$ cat config.mk
export PLATFORM = sky130hd
export DESIGN_NAME = marker_framed_csv_record_parser_core
export DESIGN_NICKNAME = d
export VERILOG_FILES = /design/src/hdl/mfcsv_pkg.sv /design/src/hdl/marker_framed_csv_record_parser_core.sv
export SDC_FILE = /design/constraint.sdc
export NUM_CORES = 2
export LEC_CHECK = 0
export BUFFER_PORTS_ARGS = -buffer_cell sky130_fd_sc_hd__buf_4
export CORE_MARGIN = 3
export CORE_UTILIZATION = 58
export DETAILED_ROUTE_END_ITERATION = 10
export GPL_TIMING_DRIVEN = 0
export PLACE_DENSITY = 0.75
export SYNTH_ARGS = -nofsm -noshare
export SYNTH_HDL_FRONTEND = slang
export SYNTH_SLANG_ARGS = --single-unit
$ cat constraint.sdc
create_clock -name clk_i -period 12.3 [get_ports clk_i]
set_input_delay 1.23 -clock clk_i [delete_from_list [all_inputs] [get_ports clk_i]]
set_output_delay 1.23 -clock clk_i [all_outputs]
set_load 0.1 [all_outputs]
$ cat src/hdl/mfcsv_pkg.sv
// Shared types, codes and constant tables of the framed CSV record parser.
package mfcsv_pkg;

  localparam int unsigned MaxCharsDef   = 32;
  localparam int unsigned FracDigitsDef = 4;

  localparam int unsigned FRAC_W  = 17;  // holds up to five fraction digits
  localparam int unsigned NDIG_W  = 3;   // fraction digit count, 0..5
  localparam int unsigned RECIP_W = 30;
  localparam int unsigned FIDX_W  = 3;

  // field positions within a record
  localparam logic [FIDX_W-1:0] FLD_SUB_OPT = 3'd2;
  localparam logic [FIDX_W-1:0] FLD_TYPE    = 3'd3;
  localparam logic [FIDX_W-1:0] FLD_VALUE   = 3'd4;
  localparam logic [FIDX_W-1:0] FLD_LAST    = 3'd5;

  // character codes
  localparam logic [7:0] CH_NUL   = 8'h00;
  localparam logic [7:0] CH_COMMA = 8'h2c;
  localparam logic [7:0] CH_PLUS  = 8'h2b;
  localparam logic [7:0] CH_MINUS = 8'h2d;
  localparam logic [7:0] CH_DOT   = 8'h2e;
  localparam logic [7:0] CH_SPACE = 8'h20;
  localparam logic [7:0] CH_TAB   = 8'h09;
  localparam logic [7:0] CH_CR    = 8'h0d;
  localparam logic [7:0] CH_ZERO  = 8'h30;
  localparam logic [7:0] CH_NINE  = 8'h39;

  typedef enum logic [0:0] {
    REG_START_MARKER = 1'b0,
    REG_END_MARKER   = 1'b1
  } reg_idx_e;

  typedef enum logic [1:0] {
    KIND_I16 = 2'd0,
    KIND_I32 = 2'd1,
    KIND_Q16 = 2'd2,
    KIND_BAD = 2'd3
  } value_kind_e;

  typedef enum logic [5:0] {
    PH_BETWEEN = 6'b000001,
    PH_BLANKS  = 6'b000010,
    PH_DIGITS  = 6'b000100,
    PH_SKIP    = 6'b001000,
    PH_FRAC    = 6'b010000,
    PH_ENDED   = 6'b100000
  } phase_e;

  // one closed record on its way through the value pipeline
  typedef struct packed {
    logic [15:0]       primary;
    logic [15:0]       option;
    logic [15:0]       sub_option;
    value_kind_e       kind;
    logic [31:0]       int_acc;
    logic [FRAC_W-1:0] frac;
    logic [NDIG_W-1:0] ndig;
    logic              neg;
    logic              trunc;
    logic [15:0]       frac_q;
  } rec_t;

  function automatic value_kind_e kind_of(input logic [7:0] t);
    value_kind_e k;
    case (t)
      8'h69, 8'h49: k = KIND_I16;  // i I
      8'h6c, 8'h4c: k = KIND_I32;  // l L
      8'h66, 8'h46: k = KIND_Q16;  // f F
      default:      k = KIND_BAD;
    endcase
    return k;
  endfunction

  function automatic logic [FRAC_W-1:0] pow10_f(input logic [NDIG_W-1:0] n);
    logic [FRAC_W-1:0] p;
    case (n)
      3'd0:    p = 17'd1;
      3'd1:    p = 17'd10;
      3'd2:    p = 17'd100;
      3'd3:    p = 17'd1000;
      3'd4:    p = 17'd10000;
      3'd5:    p = 17'd100000;
      default: p = 17'd1;
    endcase
    return p;
  endfunction

  // floor(2^33 / 10^n); zero for n = 0, where the fraction is zero anyway
  function automatic logic [RECIP_W-1:0] recip_f(input logic [NDIG_W-1:0] n);
    logic [RECIP_W-1:0] r;
    case (n)
      3'd1:    r = 30'd858993459;
      3'd2:    r = 30'd85899345;
      3'd3:    r = 30'd8589934;
      3'd4:    r = 30'd858993;
      3'd5:    r = 30'd85899;
      default: r = '0;
    endcase
    return r;
  endfunction

endpackage

$ cat src/hdl/marker_framed_csv_record_parser_core.sv
// Top level: byte-wise framed CSV record parser with a four-stage result pipeline.
//
//   channel | direction | handshake             | payload
//   --------+-----------+-----------------------+------------------------------------------
//   cfg     | in        | cfg_we_i              | cfg_idx_i, cfg_data_i
//   in      | in        | in_valid_i/in_ready_o | in_byte_i
//   out     | out       | out_valid_o/out_ready_i | primary_o, option_o, sub_option_o,
//           |           |                       | value_kind_o, value_o, truncated_o
//
// One byte beat is taken every cycle while in_ready_o is high; the parser updates its
// field state in the cycle of the beat. An end-marker beat hands the record to a
// four-register pipeline (snapshot, reciprocal multiply, correction multiply,
// output). The two multiply stages carry out the fraction scaling by 65536/10^n.
// A stalled output fills the pipeline back to the input; bubbles collapse.
// Reset restores the markers to '<' and '>' and empties the pipeline.
module marker_framed_csv_record_parser_core
  import mfcsv_pkg::*;
#(
  parameter int unsigned MAX_CHARS   = MaxCharsDef,
  parameter int unsigned FRAC_DIGITS = FracDigitsDef
) (
  input  logic               clk_i,
  input  logic               rst_ni,
  input  logic               cfg_we_i,
  input  logic [0:0]         cfg_idx_i,
  input  logic [7:0]         cfg_data_i,
  input  logic               in_valid_i,
  output logic               in_ready_o,
  input  logic [7:0]         in_byte_i,
  output logic               out_valid_o,
  input  logic               out_ready_i,
  output logic signed [15:0] primary_o,
  output logic signed [15:0] option_o,
  output logic signed [15:0] sub_option_o,
  output logic [1:0]         value_kind_o,
  output logic signed [31:0] value_o,
  output logic               truncated_o
);

  localparam int unsigned CNT_W  = (MAX_CHARS > 2) ? $clog2(MAX_CHARS) : 1;
  localparam int unsigned FCNT_W = $clog2(FRAC_DIGITS + 1);
  localparam logic [CNT_W-1:0]  CntLimit  = CNT_W'(MAX_CHARS - 1);
  localparam logic [FCNT_W-1:0] FracLimit = FCNT_W'(FRAC_DIGITS);

  // configuration
  logic [7:0] start_mark_q, end_mark_q;

  // parser state
  logic              in_frame_q, in_frame_d;
  logic [CNT_W-1:0]  cnt_q, cnt_d;
  logic [FIDX_W-1:0] fidx_q, fidx_d;
  phase_e            phase_q, phase_d;
  logic              neg_q, neg_d;
  logic [15:0]       prim_q, prim_d, opt_q, opt_d, sub_q, sub_d;
  logic [7:0]        type_q, type_d;
  logic [31:0]       int_q, int_d;
  logic [FRAC_W-1:0] frac_q, frac_d;
  logic [FCNT_W-1:0] fcnt_q, fcnt_d;
  logic              ovf_q, ovf_d;

  // pipeline
  logic s1_v_q, s2_v_q, s3_v_q, out_v_q;
  rec_t s1_q, s2_q, s3_q;
  logic move_out, move3, move2, s3_free, s2_free, s1_free;
  logic in_acc, end_acc;

  // per-byte decode
  logic [7:0]  c;
  logic        is_blank, is_digit, numeric;
  logic [3:0]  dig;
  value_kind_e cur_kind;
  phase_e      eff_phase;
  logic        neg_eff;
  logic [15:0] acc_sel, acc_new;

  // ---------------------------------------------------------------------------
  // Configuration writes
  // ---------------------------------------------------------------------------
  always_ff @(posedge clk_i or negedge rst_ni) begin
    if (!rst_ni) begin
      start_mark_q <= 8'd60;
      end_mark_q   <= 8'd62;
    end else if (cfg_we_i) begin
      case (reg_idx_e'(cfg_idx_i))
        REG_START_MARKER: start_mark_q <= cfg_data_i;
        REG_END_MARKER:   end_mark_q   <= cfg_data_i;
        default: ;
      endcase
    end
  end

  // ---------------------------------------------------------------------------
  // Handshake and pipeline flow: each stage advances when the next one is free
  // ---------------------------------------------------------------------------
  assign move_out   = s3_v_q && (!out_v_q || out_ready_i);
  assign s3_free    = !s3_v_q || move_out;
  assign move3      = s2_v_q && s3_free;
  assign s2_free    = !s2_v_q || move3;
  assign move2      = s1_v_q && s2_free;
  assign s1_free    = !s1_v_q || move2;
  assign in_ready_o = s1_free;
  assign in_acc     = in_valid_i && in_ready_o;
  assign end_acc    = in_acc && in_frame_q && (in_byte_i == end_mark_q);

  // ---------------------------------------------------------------------------
  // Byte parser: one character per beat, fields accumulated on the fly
  // ---------------------------------------------------------------------------
  assign c        = in_byte_i;
  assign is_blank = (c == CH_SPACE) || ((c >= CH_TAB) && (c <= CH_CR));
  assign is_digit = (c >= CH_ZERO) && (c <= CH_NINE);
  assign dig      = c[3:0];
  assign cur_kind = kind_of(type_q);

  always_comb begin
    in_frame_d = in_frame_q;
    cnt_d      = cnt_q;
    fidx_d     = fidx_q;
    phase_d    = phase_q;
    neg_d      = neg_q;
    prim_d     = prim_q;
    opt_d      = opt_q;
    sub_d      = sub_q;
    type_d     = type_q;
    int_d      = int_q;
    frac_d     = frac_q;
    fcnt_d     = fcnt_q;
    ovf_d      = ovf_q;
    eff_phase  = phase_q;
    neg_eff    = neg_q;
    numeric    = 1'b0;

    case (fidx_q)
      3'd0:    acc_sel = prim_q;
      3'd1:    acc_sel = opt_q;
      default: acc_sel = sub_q;
    endcase

    if (fidx_q == FLD_VALUE || fidx_q == FLD_LAST) begin
      neg_eff = neg_q;
    end
    if (phase_q == PH_BETWEEN && fidx_q <= FLD_VALUE) begin
      neg_eff = 1'b0;
    end
    acc_new = neg_eff ? ((acc_sel << 3) + (acc_sel << 1) - 16'(dig))
                      : ((acc_sel << 3) + (acc_sel << 1) + 16'(dig));

    if (in_acc) begin
      if (!in_frame_q) begin
        // open a record on the start marker, drop everything else
        if (c == start_mark_q) begin
          in_frame_d = 1'b1;
          cnt_d      = '0;
          fidx_d     = '0;
          phase_d    = PH_BETWEEN;
          neg_d      = 1'b0;
          prim_d     = '0;
          opt_d      = '0;
          sub_d      = '0;
          type_d     = '0;
          int_d      = '0;
          frac_d     = '0;
          fcnt_d     = '0;
          ovf_d      = 1'b0;
        end
      end else if (c == end_mark_q) begin
        // close the record; its snapshot goes to the pipeline
        in_frame_d = 1'b0;
        cnt_d      = '0;
        fidx_d     = '0;
        phase_d    = PH_BETWEEN;
        neg_d      = 1'b0;
        prim_d     = '0;
        opt_d      = '0;
        sub_d      = '0;
        type_d     = '0;
        int_d      = '0;
        frac_d     = '0;
        fcnt_d     = '0;
        ovf_d      = 1'b0;
      end else if (cnt_q >= CntLimit) begin
        ovf_d = 1'b1;
      end else begin
        cnt_d = cnt_q + 1'b1;
        if (phase_q == PH_ENDED) begin
          // text ended at a NUL: ignore the rest
        end else if (c == CH_NUL) begin
          phase_d = PH_ENDED;
        end else if (c == CH_COMMA) begin
          // empty fields collapse: only a field that saw text advances
          if (phase_q != PH_BETWEEN) begin
            if (fidx_q < FLD_LAST) begin
              fidx_d = fidx_q + 1'b1;
            end
            phase_d = PH_BETWEEN;
          end
        end else if (phase_q == PH_BETWEEN && fidx_q == FLD_TYPE) begin
          neg_d   = 1'b0;
          type_d  = c;
          phase_d = PH_SKIP;
        end else begin
          neg_d = neg_eff;
          if (phase_q == PH_BETWEEN) begin
            eff_phase = PH_BLANKS;
            phase_d   = PH_BLANKS;
          end
          numeric = (fidx_q <= FLD_SUB_OPT) ||
                    (fidx_q == FLD_VALUE && cur_kind != KIND_BAD);
          if (!numeric) begin
            phase_d = PH_SKIP;
          end else begin
            case (eff_phase)
              PH_BLANKS, PH_DIGITS: begin
                if (eff_phase == PH_BLANKS && is_blank) begin
                  phase_d = PH_BLANKS;
                end else if (eff_phase == PH_BLANKS &&
                             (c == CH_PLUS || c == CH_MINUS)) begin
                  neg_d   = neg_eff || (c == CH_MINUS);
                  phase_d = PH_DIGITS;
                end else if (is_digit) begin
                  phase_d = PH_DIGITS;
                  case (fidx_q)
                    3'd0:      prim_d = acc_new;
                    3'd1:      opt_d  = acc_new;
                    FLD_SUB_OPT: sub_d = acc_new;
                    default:   int_d  = (int_q << 3) + (int_q << 1) + 32'(dig);
                  endcase
                end else if (c == CH_DOT && fidx_q == FLD_VALUE &&
                             cur_kind == KIND_Q16) begin
                  phase_d = PH_FRAC;
                end else begin
                  phase_d = PH_SKIP;
                end
              end
              PH_FRAC: begin
                if (is_digit) begin
                  // digits past the kept ones truncate
                  if (fcnt_q < FracLimit) begin
                    frac_d = (frac_q << 3) + (frac_q << 1) + FRAC_W'(dig);
                    fcnt_d = fcnt_q + 1'b1;
                  end
                end else begin
                  phase_d = PH_SKIP;
                end
              end
              default: ;
            endcase
          end
        end
      end
    end
  end

  always_ff @(posedge clk_i or negedge rst_ni) begin
    if (!rst_ni) begin
      in_frame_q <= 1'b0;
      cnt_q      <= '0;
      fidx_q     <= '0;
      phase_q    <= PH_BETWEEN;
      neg_q      <= 1'b0;
      prim_q     <= '0;
      opt_q      <= '0;
      sub_q      <= '0;
      type_q     <= '0;
      int_q      <= '0;
      frac_q     <= '0;
      fcnt_q     <= '0;
      ovf_q      <= 1'b0;
    end else begin
      in_frame_q <= in_frame_d;
      cnt_q      <= cnt_d;
      fidx_q     <= fidx_d;
      phase_q    <= phase_d;
      neg_q      <= neg_d;
      prim_q     <= prim_d;
      opt_q      <= opt_d;
      sub_q      <= sub_d;
      type_q     <= type_d;
      int_q      <= int_d;
      frac_q     <= frac_d;
      fcnt_q     <= fcnt_d;
      ovf_q      <= ovf_d;
    end
  end

  // ---------------------------------------------------------------------------
  // Result pipeline
  //   s1: snapshot of the closed record
  //   s2: q0 = floor(frac * floor(2^33/10^n) / 2^17), at most one below the
  //       exact floor(frac * 65536 / 10^n)
  //   s3: bump q0 when (q0+1) * 10^n still fits under frac * 65536
  //   out: assemble, apply sign, narrow int16
  // ---------------------------------------------------------------------------
  rec_t                     snap;
  logic [FRAC_W+RECIP_W-1:0] prod1;
  logic [16:0]              q_inc;
  logic [33:0]              prod2;
  logic                     bump;
  logic [31:0]              mag, sval, val_d;

  always_comb begin
    snap            = '0;
    snap.primary    = prim_q;
    snap.option     = opt_q;
    snap.sub_option = sub_q;
    snap.kind       = cur_kind;
    snap.int_acc    = int_q;
    snap.frac       = frac_q;
    snap.ndig       = NDIG_W'(fcnt_q);
    snap.neg        = neg_q;
    snap.trunc      = ovf_q;
    snap.frac_q     = '0;
  end

  assign prod1 = s1_q.frac * recip_f(s1_q.ndig);
  assign q_inc = {1'b0, s2_q.frac_q} + 17'd1;
  assign prod2 = q_inc * pow10_f(s2_q.ndig);
  assign bump  = prod2 <= {1'b0, s2_q.frac, 16'h0000};

  always_comb begin
    mag  = (s3_q.kind == KIND_Q16) ? {s3_q.int_acc[15:0], s3_q.frac_q} : s3_q.int_acc;
    sval = s3_q.neg ? (32'd0 - mag) : mag;
    case (s3_q.kind)
      KIND_I16: val_d = {{16{sval[15]}}, sval[15:0]};
      KIND_I32: val_d = sval;
      KIND_Q16: val_d = sval;
      default:  val_d = '0;
    endcase
  end

  always_ff @(posedge clk_i or negedge rst_ni) begin
    if (!rst_ni) begin
      s1_v_q  <= 1'b0;
      s2_v_q  <= 1'b0;
      s3_v_q  <= 1'b0;
      out_v_q <= 1'b0;
    end else begin
      s1_v_q  <= (s1_v_q && !move2) || end_acc;
      s2_v_q  <= (s2_v_q && !move3) || move2;
      s3_v_q  <= (s3_v_q && !move_out) || move3;
      out_v_q <= (out_v_q && !out_ready_i) || move_out;
    end
  end

  always_ff @(posedge clk_i) begin
    if (end_acc) begin
      s1_q <= snap;
    end
    if (move2) begin
      s2_q        <= s1_q;
      s2_q.frac_q <= prod1[32:17];
    end
    if (move3) begin
      s3_q        <= s2_q;
      s3_q.frac_q <= s2_q.frac_q + 16'(bump);
    end
    if (move_out) begin
      primary_o    <= s3_q.primary;
      option_o     <= s3_q.option;
      sub_option_o <= s3_q.sub_option;
      value_kind_o <= s3_q.kind;
      value_o      <= val_d;
      truncated_o  <= s3_q.trunc;
    end
  end

  assign out_valid_o = out_v_q;

  // ---------------------------------------------------------------------------
  // Assertions
  // ---------------------------------------------------------------------------
  a_stall_src : assert property (@(posedge clk_i) disable iff (!rst_ni)
    !in_ready_o |-> (s1_v_q && s2_v_q && s3_v_q && out_v_q && !out_ready_i))
    else $error("input stalled with room in the result pipeline");

  a_bad_zero : assert property (@(posedge clk_i) disable iff (!rst_ni)
    (out_valid_o && value_kind_o == KIND_BAD) |-> (value_o == 32'sd0))
    else $error("invalid type letter with nonzero value");

  a_i16_sext : assert property (@(posedge clk_i) disable iff (!rst_ni)
    (out_valid_o && value_kind_o == KIND_I16) |-> (value_o[31:16] == {16{value_o[15]}}))
    else $error("int16 value not sign-extended");

  a_field_rng : assert property (@(posedge clk_i) disable iff (!rst_ni)
    (fidx_q <= FLD_LAST) && (cnt_q <= CntLimit))
    else $error("field index or character count out of range");

  a_frac_rng : assert property (@(posedge clk_i) disable iff (!rst_ni)
    s2_v_q |-> (s2_q.frac_q <= 16'hffff) && ({1'b0, s2_q.frac} < pow10_f(s2_q.ndig) + 17'd0
      || s2_q.ndig == 3'd0))
    else $error("fraction exceeds its digit count");

endmodule
==> results.ini <==
[synthesis]
synth-edff-count = 407
synth-seq-area-share = 0.3569
synth_cell_type_count = 75
synth_flop_cell = edfxtp_1
syn_area_mm2 = 0.04437
synth_fp_nets = 5041
async_flop_share = 0.2613
synth-seq-cells = 551
yosysTopAreaCell = edfxtp_1
avgSynthCellArea_um2 = 10.66
synth_top_cell_area_share = 0.2754
ys_warn_count = 0
synthCells = 4164
yosys-top-cells-area = edfxtp_1 (28%), fa_1 (22%), ha_1 (10%)

[final_layout]
multiInputGateArea_mm2 = 0.02558
layout_commonest_cell = inv_1
final_net_count = 5210
regArea_mm2 = 0.01584
area_growth_syn_to_layout_pct = 9.252
most-common-layout-cells = inv_1 (695), fa_1 (494), nand2_1 (478)
drive_gt1_frac = 0.07035
final_cell_area_mm2 = 0.04848
fillCellCount = 5934

[global_route]
grt_pass1_wl_mm = 173.2
grt_pass1_vias = 31080
gr-total-overflow = 0
grt_usage = 0.2819
antenna_found_initial = 1
grt_max_degree = 90

[critical_path]
crit_top_cell = fa_1
required_ns = 12.69
worstRegToRegCells = 38
cp-start-kind = register
cp_slowest_cell = fa_1
arrival_ns = 12.26
end_kind = register
slowest_delay_ns = 0.56
crit_fanout = 10
setup.worst_path.class = register to register

[die]
die_width_um = 282.6
fp.dieH_um = 282.6
io_pins = 107
coreArea_mm2 = 0.07507
row_count = 100
initial_core_util = 0.5911
dieArea_mm2 = 0.07986

[clocking]
cts_max_path_buffers = 3
ctsHtreeMaxLevel = 2
clkTransAtPathRegs_ns = 0.06
cts_buffers = 54
hold_buffers = 0
clk_latency_ns = 0.61
clock_sinks = 551
cts_tree = yes
clockRootBuffer = clkbuf_16

[pwr]
power_frac_clock = 0.263
peakVddDrop_v = 0.0001748
power_w = 0.006045
power_leakage_nw = 21.73
p_per_area_mw_per_mm2 = 124.7
p_sw_frac = 0.3636
internal_power_w = 0.003847
seq_power_share = 0.381
p_comb_frac = 0.355
p_sw_w = 0.002198

[sta]
slew_viol_final = 0
layout_worst_path_cycle_share = 0.9650
setup_viol = 0
tightest_slew_ns = 1.225
slew-limit-headroom = 0.1774
fin_skew_ns = 0.02646
min_period_ns = 11.87
fmaxAchievable_ghz = 0.08425
hold_violations = 0
setup-tns-final_ns = 0

[drt]
drt-total-wl_mm = 109.3
drt_first_pass_iters = 6
drt_iter0_markers = 2795
drc = 0
postRouteAntennaNets = 0
via_count = 30620
wire_per_inst_um = 20.43
viasPerCell = 5.725

[worst_hold_path]
hold_path_depth = 0
hold_class = register to register

[flow_run]
cap_violations = 0

[place]
placed_area_mm2 = 0.04655
hpwl_mm = 87.70
port-buffer-count = 106
gp_congestion = 1.008

[outcome]
outcome = finished, final reports clean

-- path summary, 6_finish.rpt --
path / startpoint / to / slack (ns)
setup reg to reg: s2_q[2] / s3_q[15] / 0.43
max in group asynchronous: rst_ni / int_q[17] / 10.83
min in group asynchronous: rst_ni / sub_q[6] / 0.57
setup / recovery: s2_q[2] / s3_q[15] / 0.43
hold reg to reg: s3_q[74] / sub_option_o[2] / 0.40
hold / removal: s3_q[74] / sub_option_o[2] / 0.40
-- metrics by stage --
step / util / hold slack (ns) / setup slack, ns / std cells
finish: 0.6457 / 0.4022 / 0.4307 / 5349
detailed placement: 0.6201 / 0.4045 / -1.279 / 5245
global route: 0.6457 / 0.4020 / -0.03900 / 5347
global placement: 0.6178 / 0.4002 / -1.160 / 5239
floorplan: - / 0.4003 / 2.123 / 4164
CTS: 0.6442 / 0.3949 / 0.05491 / 5345
-- worst max-delay path: cells and delay by family (launching register included) --
| kind | cells | cell delay, ns |
|---|---|---|
| AO/OA/AOI/OAI | 6 | 1.64 |
| XOR/XNOR | 2 | 0.60 |
| adder cells (fa/ha/maj) | 9 | 4.08 |
| buffers and inverters | 4 | 0.47 |
| flip-flops | 1 | 0.48 |
| multiplexers | 1 | 0.23 |
| AND/OR/NAND/NOR | 16 | 4.11 |
-- sequential cells by signal, indices dropped and copies added, names as in the netlist, 8 cells and up --
signal and count:
prim_q 16, s2_q 120, value_o 32, primary_o 16, s1_q 104, sub_option_o 16, sub_q 16, option_o 16
opt_q 16, s3_q 100, end_mark_q 8, frac_q 17, start_mark_q 8, int_q 32
-- routing by layer --
layer / up-vias / track usage / share of wire
met5: - / 0 / 0
met4: 0 / 0.09877 / 0.037
met3: 261 / 0.05101 / 0.081
met2: 1350 / 0.4452 / 0.46
met1: 15000 / 0.3965 / 0.42
li1: 14010 / - / -
-- power by group through the flow --
stage	Sequential [W]	Combinational [W]	Clock, W
floorplan	0.00229	0.00160	0
global placement	0.00233	0.00205	0
detailed placement	0.00234	0.00210	0
CTS	0.00230	0.00212	0.00163
global route	0.00232	0.00240	0.00169
finish	0.00231	0.00215	0.00159
-- cells in the mapped netlist (8+ instances only) --
cell type  number
a211oi_1        9
a21o_1         39
a21oi_1       126
a22oi_1        19
a31oi_1        11
and2_1        123
and3_1         43
buf_2          17
clkbuf_1      105
dfrtp_1       134
dfstp_2        10
edfxtp_1      407
fa_1          494
ha_1          361
inv_1         696
mux2_2         18
mux2i_1        36
nand2_1       478
nand2b_1       32
nand3_1        46
nand4_1        24
nor2_1        220
nor2b_1        31
nor3_1         50
nor3b_1        16
nor4_1         11
o211ai_1        8
o21a_1         19
o21ai_0       190
o21ai_1        24
o21bai_1       10
o31ai_1        36
o41ai_1         9
or2_2          17
or3_1          15
xnor2_1       128
xor2_1         73
-- area by class of cell --
| cell class | count | area share |
|---|---|---|
| Clock inverter | 20 | 0.003304 |
| Tap cell | 969 | 0.02501 |
| Timing Repair Buffer | 120 | 0.02083 |
| Inverter | 696 | 0.05394 |
| Antenna cell | 2 | 0.0001032 |
| Clock buffer | 81 | 0.03250 |
| Buffer | 118 | 0.009911 |
| Sequential cell | 551 | 0.3267 |
| Multi-Input combinational cell | 2792 | 0.5277 |
-- cells by family after synthesis --
logic type               share of synthesized area
adder cells (fa/ha/maj)                     0.3247
multiplexers                               0.01351
AND/OR/NAND/NOR                             0.1178
AO/OA/AOI/OAI                              0.07738
buffers and inverters                      0.07002
flip-flops                                  0.3569
XOR/XNOR                                   0.03968
-- timing repair --
| item | CTS | global route |
|---|---|---|
| resized for setup | 19 | 19 |
| buffers inserted | 0 | 8 |
| endpoints found under the setup margin | 16 | 11 |
| pin swaps | 1 | 2 |
Power figures use the tool's default switching activity.
